File: config.mk
export PLATFORM = sky130hd
export DESIGN_NAME = smbios_structure_walker_unit
export DESIGN_NICKNAME = d
export VERILOG_FILES = /design/src/hdl/smbsw_pkg.sv /design/src/hdl/smbsw_step.sv /design/src/hdl/smbios_structure_walker_unit.sv
export VERILOG_INCLUDE_DIRS = /design/src /design/src/hdl
export SDC_FILE = /design/constraint.sdc
export NUM_CORES = 1
export LEC_CHECK = 0
export ABC_AREA = 1
export ABC_CLOCK_PERIOD_IN_PS = 5800
export BUFFER_PORTS_ARGS = -buffer_cell sky130_fd_sc_hd__buf_2
export CORE_ASPECT_RATIO = 1.25
export CORE_MARGIN = 8
export CORE_UTILIZATION = 30
export DETAILED_ROUTE_END_ITERATION = 8
export GPL_TIMING_DRIVEN = 0
export PLACE_DENSITY = 0.43
export SETUP_SLACK_MARGIN = 0.05
export SLEW_MARGIN = 20
export SYNTH_ARGS = -nofsm -noshare
export SYNTH_HDL_FRONTEND = slang
export SYNTH_SLANG_ARGS = --single-unit
File: constraint.sdc
create_clock -name clock -period 5.8 [get_ports clock]
set_input_delay 0.29 -clock clock [delete_from_list [all_inputs] [get_ports clock]]
set_output_delay 0.29 -clock clock [all_outputs]
set_load 0.005 [all_outputs]
File: src/hdl/smbios_structure_walker_unit_defines.svh
// ----------------------------------------------------------------------------
// smbios structure walker assertion macros
// concurrent check wrappers on clock, disabled while reset is high
// ----------------------------------------------------------------------------
`ifndef SMBIOS_STRUCTURE_WALKER_UNIT_DEFINES_SVH
`define SMBIOS_STRUCTURE_WALKER_UNIT_DEFINES_SVH

`ifndef SYNTHESIS

// expression holds at every edge
`define SMBSW_ASSERT_ALWAYS(lbl, expr, msg) \
   lbl: assert property (@(posedge clock) disable iff (reset) (expr)) else $error(msg);

// antecedent implies consequent in the same cycle
`define SMBSW_ASSERT_IMPLIES(lbl, ante, cons, msg) \
   lbl: assert property (@(posedge clock) disable iff (reset) (ante) |-> (cons)) \
      else $error(msg);

// antecedent implies consequent in the next cycle
`define SMBSW_ASSERT_NEXT(lbl, ante, cons, msg) \
   lbl: assert property (@(posedge clock) disable iff (reset) (ante) |=> (cons)) \
      else $error(msg);

`else

`define SMBSW_ASSERT_ALWAYS(lbl, expr, msg)
`define SMBSW_ASSERT_IMPLIES(lbl, ante, cons, msg)
`define SMBSW_ASSERT_NEXT(lbl, ante, cons, msg)

`endif

`endif

File: src/hdl/smbsw_pkg.sv
// ----------------------------------------------------------------------------
// smbsw_pkg
// shared types and constants of the smbios structure walker
// ----------------------------------------------------------------------------
package smbsw_pkg;

   localparam int unsigned HeaderBytes     = 4;
   localparam int unsigned TerminatorBytes = 2;

   // register index, taken from paddr[2]
   typedef enum logic [0:0] {
      REG_TABLE_LENGTH    = 1'b0,
      REG_STRUCTURE_LIMIT = 1'b1
   } smbsw_reg_type;

   typedef struct packed {
      logic [15:0] byte_position;
      logic [15:0] structure_start;
      logic [15:0] structures_seen;
      logic        walk_finished;
      logic [7:0]  captured_type;
      logic [7:0]  captured_length;
      logic [15:0] captured_handle;
      logic        previous_was_zero;
   } smbsw_state_type;

   typedef struct packed {
      logic [15:0] table_length;
      logic [15:0] structure_limit;
   } smbsw_cfg_type;

   typedef struct packed {
      logic [7:0]  structure_type;
      logic [7:0]  structure_length;
      logic [15:0] structure_handle;
      logic [15:0] structure_offset;
      logic        status;
      logic        last;
   } smbsw_result_type;

endpackage

File: src/hdl/smbsw_step.sv
// ----------------------------------------------------------------------------
// smbsw_step
// per-byte walk logic: next walk state and the optional result of one byte
// ----------------------------------------------------------------------------
module smbsw_step import smbsw_pkg::*; (
   input  smbsw_state_type  cur_state,
   input  smbsw_cfg_type    cfg,
   input  logic [7:0]       data_byte,
   output smbsw_state_type  next_state,
   output logic             emit,
   output smbsw_result_type result
);

   logic [15:0] rel;
   logic [7:0]  flen;
   logic [16:0] scan_from;
   logic [15:0] pos_m1;
   logic [16:0] pos_p1;
   logic [17:0] next_end;
   logic [16:0] cur_end;
   logic [16:0] seen_p1;
   logic        start_ok;
   logic        more;
   logic        found;
   logic        trunc;
   logic        is_zero;

   always_comb begin
      rel       = cur_state.byte_position - cur_state.structure_start;
      flen      = (cur_state.captured_length < 8'(HeaderBytes)) ?
                  8'(HeaderBytes) : cur_state.captured_length;
      scan_from = {1'b0, cur_state.structure_start} + {9'b0, flen};
      pos_m1    = cur_state.byte_position - 16'd1;
      pos_p1    = {1'b0, cur_state.byte_position} + 17'd1;
      cur_end   = {1'b0, cur_state.structure_start} + 17'(HeaderBytes);
      seen_p1   = {1'b0, cur_state.structures_seen} + 17'd1;
      // next structure starts right after the second terminator byte
      next_end  = {2'b0, cur_state.byte_position} + 18'(TerminatorBytes - 1)
                  + 18'(HeaderBytes);
      is_zero   = (data_byte == 8'd0);
      start_ok  = (cur_state.structures_seen < cfg.structure_limit) &&
                  (cur_end <= {1'b0, cfg.table_length});
      more      = (seen_p1 < {1'b0, cfg.structure_limit}) &&
                  (next_end <= {2'b0, cfg.table_length});

      next_state = cur_state;
      emit       = 1'b0;
      found      = 1'b0;
      trunc      = 1'b0;

      if (!cur_state.walk_finished) begin
         if (rel == 16'd0 && !start_ok) begin
            next_state.walk_finished = 1'b1;
         end else begin
            priority if (rel == 16'd0) begin
               next_state.captured_type = data_byte;
            end else if (rel == 16'd1) begin
               next_state.captured_length = data_byte;
            end else if (rel == 16'd2) begin
               next_state.captured_handle = {8'd0, data_byte};
            end else if (rel == 16'd3) begin
               next_state.captured_handle = {data_byte, cur_state.captured_handle[7:0]};
            end else begin
               found = ({1'b0, pos_m1} >= scan_from) && cur_state.previous_was_zero &&
                       is_zero && (cur_state.byte_position < cfg.table_length);
            end
            trunc = !found && (pos_p1 >= {1'b0, cfg.table_length});

            if (found) begin
               emit = 1'b1;
               next_state.structures_seen = seen_p1[15:0];
               next_state.structure_start = pos_p1[15:0];
               next_state.walk_finished   = !more;
            end else if (trunc) begin
               emit = 1'b1;
               next_state.walk_finished = 1'b1;
            end
            next_state.previous_was_zero = is_zero;
            next_state.byte_position     = pos_p1[15:0];
         end
      end

      // header fields include the capture made by this byte
      result.structure_type   = next_state.captured_type;
      result.structure_length = next_state.captured_length;
      result.structure_handle = next_state.captured_handle;
      result.structure_offset = cur_state.structure_start;
      result.status           = trunc;
      result.last             = trunc || !more;
   end

endmodule

File: src/hdl/smbios_structure_walker_unit.sv
// ----------------------------------------------------------------------------
// smbios_structure_walker_unit
// walks an smbios structure table byte by byte and reports each structure
// ----------------------------------------------------------------------------
//
//   channel   direction  handshake               payload
//   req       in         req_valid / req_ready   data_byte, one table byte
//   rsp       out        rsp_valid / rsp_ready   header fields, offset, status, last
//   csr       in/out     apb, pready tied high   table_length @0, structure_limit @4
//
//   one byte per cycle sustained while no result is held; a byte waits in the input
//   register until the step takes it, and its result, if any, is registered for rsp
//   rate is set by the combinational walk step between input and result register
//   a held result stalls the step only while rsp_ready is low
//   reset is synchronous, active high; a csr write also re-arms the walk
//
module smbios_structure_walker_unit
   import smbsw_pkg::*;
(
   input  logic        clock,
   input  logic        reset,
   // table byte beats
   input  logic        req_valid,
   output logic        req_ready,
   input  logic [7:0]  req_data_byte,
   // structure result beats
   output logic        rsp_valid,
   input  logic        rsp_ready,
   output logic [7:0]  rsp_structure_type,
   output logic [7:0]  rsp_structure_length,
   output logic [15:0] rsp_structure_handle,
   output logic [15:0] rsp_structure_offset,
   output logic        rsp_status,
   output logic        rsp_last,
   // register port
   input  logic        psel,
   input  logic        penable,
   input  logic        pwrite,
   input  logic [2:0]  paddr,
   input  logic [31:0] pwdata,
   output logic [31:0] prdata,
   output logic        pready
);

`include "smbios_structure_walker_unit_defines.svh"

   // input register
   logic             in_valid_ff;
   logic [7:0]       in_byte_ff;
   // walk state and configuration
   smbsw_state_type  state_ff;
   smbsw_state_type  state_in;
   smbsw_cfg_type    cfg_ff;
   // result register
   logic             out_valid_ff;
   smbsw_result_type out_ff;
   smbsw_result_type step_result;
   logic             step_emit;
   // control
   logic             step_fire;
   logic             cfg_we;
   smbsw_reg_type    cfg_sel;

   assign pready  = 1'b1;
   assign cfg_we  = psel && penable && pwrite && pready;
   assign cfg_sel = smbsw_reg_type'(paddr[2]);

   // register read back
   always_comb begin
      unique case (cfg_sel)
         REG_TABLE_LENGTH:    prdata = {16'd0, cfg_ff.table_length};
         REG_STRUCTURE_LIMIT: prdata = {16'd0, cfg_ff.structure_limit};
         default:             prdata = 32'd0;
      endcase
   end

   // step runs when its result, if any, has somewhere to go
   assign step_fire = in_valid_ff && (!out_valid_ff || rsp_ready);
   assign req_ready = !in_valid_ff || step_fire;

   smbsw_step u_step (
      .cur_state  (state_ff),
      .cfg        (cfg_ff),
      .data_byte  (in_byte_ff),
      .next_state (state_in),
      .emit       (step_emit),
      .result     (step_result)
   );

   // input beat capture
   always_ff @(posedge clock) begin
      if (reset) begin
         in_valid_ff <= 1'b0;
      end else if (req_ready) begin
         in_valid_ff <= req_valid;
      end
      if (req_valid && req_ready) begin
         in_byte_ff <= req_data_byte;
      end
   end

   // configuration and walk state; any register write re-arms the walk
   always_ff @(posedge clock) begin
      if (reset) begin
         cfg_ff   <= '0;
         state_ff <= '0;
      end else if (cfg_we) begin
         unique case (cfg_sel)
            REG_TABLE_LENGTH:    cfg_ff.table_length    <= pwdata[15:0];
            REG_STRUCTURE_LIMIT: cfg_ff.structure_limit <= pwdata[15:0];
            default:             cfg_ff                 <= cfg_ff;
         endcase
         state_ff <= '0;
      end else if (step_fire) begin
         state_ff <= state_in;
      end
   end

   // result register
   always_ff @(posedge clock) begin
      if (reset) begin
         out_valid_ff <= 1'b0;
      end else if (step_fire && step_emit) begin
         out_valid_ff <= 1'b1;
      end else if (rsp_ready) begin
         out_valid_ff <= 1'b0;
      end
      if (step_fire && step_emit) begin
         out_ff <= step_result;
      end
   end

   assign rsp_valid            = out_valid_ff;
   assign rsp_structure_type   = out_ff.structure_type;
   assign rsp_structure_length = out_ff.structure_length;
   assign rsp_structure_handle = out_ff.structure_handle;
   assign rsp_structure_offset = out_ff.structure_offset;
   assign rsp_status           = out_ff.status;
   assign rsp_last             = out_ff.last;

   // a finished walk gives no more results
   `SMBSW_ASSERT_IMPLIES(a_no_result_after_end, state_ff.walk_finished, !step_emit, "result after walk end")
   // a result marked last closes the walk
   `SMBSW_ASSERT_NEXT(a_last_closes_walk, step_fire && step_emit && step_result.last && !cfg_we, state_ff.walk_finished, "last result left walk open")
   // a truncated structure is always the final one
   `SMBSW_ASSERT_IMPLIES(a_trunc_is_last, out_valid_ff && out_ff.status, out_ff.last, "truncated result not last")
   // never more structures than the configured structure limit
   `SMBSW_ASSERT_ALWAYS(a_seen_in_limit, state_ff.structures_seen <= cfg_ff.structure_limit, "structure count above limit")

endmodule
# == Yosys cells after proc, flatten, opt, wreduce, memory -nomap -nowiden ==
# Cells that the tools add are included.
# classes
addsub,8
n_lt_le_gt_ge,8
eq_ne,3
mux,26
n_bitwise,3
reduce_logical,28
# op_table
op,count
$pmux 32 s2,1
$add 16x1->17 const B,3
$mux 16,3
$mux 34,1
$mux 33,1
$eq 16x2->1 const B,2
$lt 16x16->1,2
$mux 24,1
$mux 8,3
$add 18x3->18 const B,1
$le 18x16->1,1
$add 16x3->17 const B,1
$add 16x8->17,1
$ge 16x17->1,1
$ge 17x16->1,1
$le 17x16->1,1
$lt 17x16->1,1
$eq 16x1->1 const B,1
$logic_not 16->1,1
$mux 1,16
$sub 16x1->16 const B,1
$sub 16x16->16,1
$logic_and 1x1->1,12
$logic_not 8->1,1
other kinds (9),18
# totals
register_bits,174
inputBits,50
output_inout_bits,85
wordCells,95

# == Longest topological paths before layout ==
# logic_depth
word_depth,21
mapped_depth,29
mapped_depth_nobuf,29

# == Cells and area by module ==
# A second synthesis with hierarchy kept.
# unflattened
cells_unflattened,2069
area_unflattened_um2,14272.4
# modules_own_cells
mod,n_inst,cells_per_inst,area_per_inst_um2,seq_area_each_um2
smbsw_step,1,1283,7353.3,0.0
smbios_structure_walker_unit,1,786,6919.1,4063.9

# == Worst setup path before layout ==
# Ideal clock, no wire load.
# synth_path
path_kind,register to register
from,reg state_ff[21] (netlist bit)
to,"reg out_ff, in the netlist rsp_last, enable pin"
setup_time_ns,0.409
arrival_time_ns,4.778
required_time_ns,5.391
path_slack_ns,0.613
stages_incl_launch_ff,26
path_buffers,0
period_less_slack_ns,5.187
path_cell_list,dfxtp_1 > nor4_1 > nand3_1 > nand2_1 > inv_1 > ha_1 > a31oi_1 > o21ai_0 > a21oi_1 > o21bai_1 > a21oi_1 > nor2_1 > nand2_1 > o21ai_0 > nand2_1 > ha_1 > nand2_1 > nor4_1 > nand4_1 > nand3_1 > nand2_1 > a21oi_1 > nand3_1 > nor2_1 > nand2_2 > nand2_1
# synth_via
elab_chain_len,20
# synth_lines
element,line_no,text
start: declaration,smbios_structure_walker_unit.sv:51,smbsw_state_type state_ff;
start signal: assignment,smbios_structure_walker_unit.sv:115,state_ff <= state_in;
$lt 8x3->1,smbsw_step.sv:30,flen = (cur_state.captured_length < 8'(HeaderBytes)) ?
$mux 8 *,smbsw_step.sv:30,
$add 16x8->17 *,smbsw_step.sv:32,"scan_from = {1'b0, cur_state.structure_start} + {9'b0, flen};"
$ge 16x17->1 *,smbsw_step.sv:64,"found = ({1'b0, pos_m1} >= scan_from) && cur_state.previous_was_zero &&"
$logic_and 1x1->1 * (2 in a row),smbsw_step.sv:64,
$logic_and 1x1->1 *,smbsw_step.sv:65,is_zero && (cur_state.byte_position < cfg.table_length);
$mux 1 *,smbsw_step.sv:61,end else if (rel == 16'd3) begin
$mux 1 *,smbsw_step.sv:59,end else if (rel == 16'd2) begin
[3 not listed],-,
$mux 1 *,smbsw_step.sv:51,if (!cur_state.walk_finished) begin
$logic_not 1->1,smbsw_step.sv:67,"trunc = !found && (pos_p1 >= {1'b0, cfg.table_length});"
$logic_and 1x1->1,smbsw_step.sv:67,
$mux 1,smbsw_step.sv:74,end else if (trunc) begin
$mux 1 *,smbsw_step.sv:69,if (found) begin
$mux 1 *,smbsw_step.sv:52,if (rel == 16'd0 && !start_ok) begin
$mux 1 *,smbsw_step.sv:51,
$logic_and 1x1->1 *,smbios_structure_walker_unit.sv:128,if (step_fire && step_emit) begin
end signal: assignment,smbios_structure_walker_unit.sv:129,out_ff <= step_result;
end: declaration,smbios_structure_walker_unit.sv:56,smbsw_result_type out_ff;
# Every way passes the cells marked *; elsewhere a longest branch is shown, timed or not. The select of a mux whose other input is x is not followed.
# A chain may end at the register's enable or synchronous reset.

# == Worst setup path in the final report ==
# layout_path
from,reg state_ff[22] (netlist bit)
to,"reg out_ff, in the netlist rsp_structure_offset[6], enable pin"
# The elaborated chain is that of the path after synthesis.

==> summary.txt <==
GRT
  – All-Layer GR Usage: 0.172
  – GRT met1 Usage: 0.203
  – Initial antenna violation count: 0
  – Total grt overflow: 0
  – Met3 global-route usage: 0.0304
  – Maximum number of pins on one net before global-route repair: 26
  – Layer with the highest usage: met2
  – Met2 usage: 0.304
  – First-pass GRT wire length: around 65 mm
  – Vias in the first global route: roughly 12000

Floorplan
  – Die Area: ~0.049 mm^2
  – Core outline area: between 0.04 and 0.05 mm^2
  – Initial Utilization: 0.302
  – Core Rows: 84
  – Ports: 135
  – Die Height: between 200 and 250 um
  – Die W: about 200 um

CTS
  – CTS tree: built
  – Root buffer cell: clkbuf_16
  – CTS H-tree depth: 4
  – Clock Path Buffers: 2
  – Reg clk slew, reported paths: around 0.080 ns
  – Num CTS Buffers: 17
  – Post-CTS Setup Bufs: 0
  – Clk sink count: 174
  – Skew-Pair Late Insertion Delay: 0.47 ns

Logic synthesis
  – Cell count after synthesis: roughly 1800
  – Sequential area share after synthesis: 0.320
  – Mapped Area: between 0.01 and 0.015 mm^2
  – Syn Area/Cell: roughly 7 um^2
  – Post-synth top area cell: dfxtp_1
  – Netlist cell types: 48
  – Yosys top cell area share: 0.183
  – Warnings, synthesis: 0
  – Synth top area cells: dfxtp_1, edfxtp_1, ha_1, nand2_1, inv_1
  – #FFs+latches synth: 174

Timing
  – Tcrit/Tclk final: 0.911
  – Max-slew violation count: 0
  – Setup slack after layout: ~0.52 ns
  – Max Fclk: 189 MHz
  – # setup viols final: 0
  – Least-Margin Pin Slew: roughly 0.71 ns
  – Final hold viol count: 0
  – Tmin final: around 5.3 ns
  – Fin Hold WS: 0.0989 ns
  – RSZ-0062 raised after global routing: false
  – Worst Skew: roughly 0.018 ns
  – Max_slew headroom: 0.526

Status
  – Outcome: finished clean

Worst setup path
  – Slowest stage delay, CP: 0.37 ns
  – FF-to-FF End: rsp_structure_offset[6]
  – Delay-heaviest family, CP: simple AND/OR/NAND/NOR gates
  – Crit path max fanout: 25
  – Critical Path RT: just under 6 ns
  – R2r setup slk: 0.52 ns
  – Crit end category: register
  – CP max-delay cell: dfxtp_1
  – Bufs and invs on worst path: 1
  – Startpoint Class: register
  – Crit-path most repeated cell: nand2_1
  – FF-to-FF Start: state_ff[22]
  – Worst EP arrival: between 5 and 6 ns
  – WS Path Type: register to register
  – R2r worst-path depth: 25

Run
  – Max-cap viol count: 0

Layout
  – Most frequent cells in the layout: nand2_1, inv_1, nor2_1
  – Commonest non-fill, non-tap cell in the layout: nand2_1
  – Final-stage net count: between 2000 and 2500
  – Fill cells: 4537
  – N_diodes: 0
  – Post-route cell area: 0.0147 mm^2
  – Layout cells sized above 1: 0.105
  – Area Overhead vs Synth: 15.5%

Placed design
  – Area of placed instances: between 0.01 and 0.015 mm^2
  – Hpwl dp: ~34 mm
  – GP Congestion: ~0.90
  – Place WS: -0.132 ns
  – Port Buffer Count: 99

Routing
  – Via-per-instance ratio: between 4 and 5
  – DRT Wirelength: 41.8 mm
  – DR pass1 iterations: 5
  – Violation count after the first detailed-routing iteration: 591
  – DRT antenna net count: 0
  – WL per Instance: 16.8 um
  – Vias: 11700
  – Drt drc: 0

Hold path
  – Worst Hold Depth: 3
  – Hold Path Class: primary input to register
  – End of the worst hold path: in_valid_ff
  – Hold Crit Start: req_valid

Power
  – LEAKAGE: about 0.007 uW
  – Max VDD drop: between 0.2 and 0.25 mV
  – P per Cell Area: around 240 mW/mm^2
-- per-layer routing --
metal | vias to the layer above | part of all wire
met5 | - | 0
met4 | 0 | 0.032
met3 | 60 | 0.043
met2 | 256 | 0.50
met1 | 5401 | 0.43
li1 | 6028 | -
-- stage by stage --
stage	util	instances	total power, uW	TNS, ns
after floorplan	-	1796	2020	0
after global placement	0.332	2454	2300	-61.05
after detailed placement	0.332	2454	2310	-6.13
after CTS	0.349	2496	3530	0
after global routing	0.349	2496	3690	0
final	0.349	2496	3480	0
-- cells in the mapped netlist (all sizes together) --
library cell,count
a31oi,4
inv,279
a21oi,126
conb,2
nand4,40
a21o,2
dfxtp,116
nand3b,3
xnor2,7
ha,136
o21ai,128
nor2,189
edfxtp,58
fa,2
and3,2
buf,37
nor4,6
nor3b,4
clkinv,2
nand2,413
nand3,75
o21a,4
a21boi,1
nor3,33
xor2,63
o211ai,7
o21bai,1
and2,3
clkbuf,28
or2,4
a211oi,4
o31ai,2
-- sequential cells by signal (all words and copies together) (netlist names) --
register	count
state_ff	82
cfg_ff	32
rsp_structure_handle	16
rsp_structure_offset	16
in_byte_ff	8
rsp_structure_length	8
rsp_structure_type	8
in_valid_ff	1
rsp_last	1
rsp_status	1
rsp_valid	1
-- worst min-delay path, stage by stage --
cell	delay, ns
buf_2	0.10
nand2_1	0.07
a21oi_1	0.06
-- kinds of logic (layout without fill, tap and decap cells) --
| logic type | count (synthesis) | after routing | share of synthesized area |
|---|---|---|---|
| simple gates | 772 | 773 | 0.265 |
| buf+inv | 346 | 486 | 0.112 |
| compound gates | 279 | 279 | 0.117 |
| flops | 174 | 174 | 0.320 |
| fa+ha+maj | 138 | 138 | 0.137 |
| xor+xnor | 70 | 70 | 0.0483 |
| other cells | 2 | 17 | 0.000592 |
-- final cells by class --
type	instances	area [um^2]	area share
multi-input cells	1277	7300	0.499
flip-flops and latches	174	4060	0.277
inverters	281	1050	0.0720
well taps	559	699	0.0477
repair buffers	108	586	0.0400
clock buffers	19	433	0.0295
plain buffers	65	360	0.0246
clock inverters	13	150	0.0102
-- worst max path at each step --
stage               depth (start not counted)                       end         start
finish                                     25   rsp_structure_offset[6]  state_ff[22]
global route                               25  rsp_structure_offset[14]  state_ff[22]
CTS                                        25  rsp_structure_offset[14]  state_ff[22]
detailed placement                         25  rsp_structure_offset[14]  state_ff[21]
global placement                           25   rsp_structure_offset[8]  state_ff[21]
floorplan                                  25                  rsp_last  state_ff[21]
-- where the power goes --
group	switching, uW	internal, uW
clock	583	612
sequential	51.1	1330
combinational	586	314
total	1220	2260
-- what timing repair did --
item,CTS,global route
gates resized for setup,2,3
hold buffers,9,0
cloned,1,0
setup endpoints to repair,50,55
hold endpoints to repair,9,0
(Power assumes the default switching activity.)
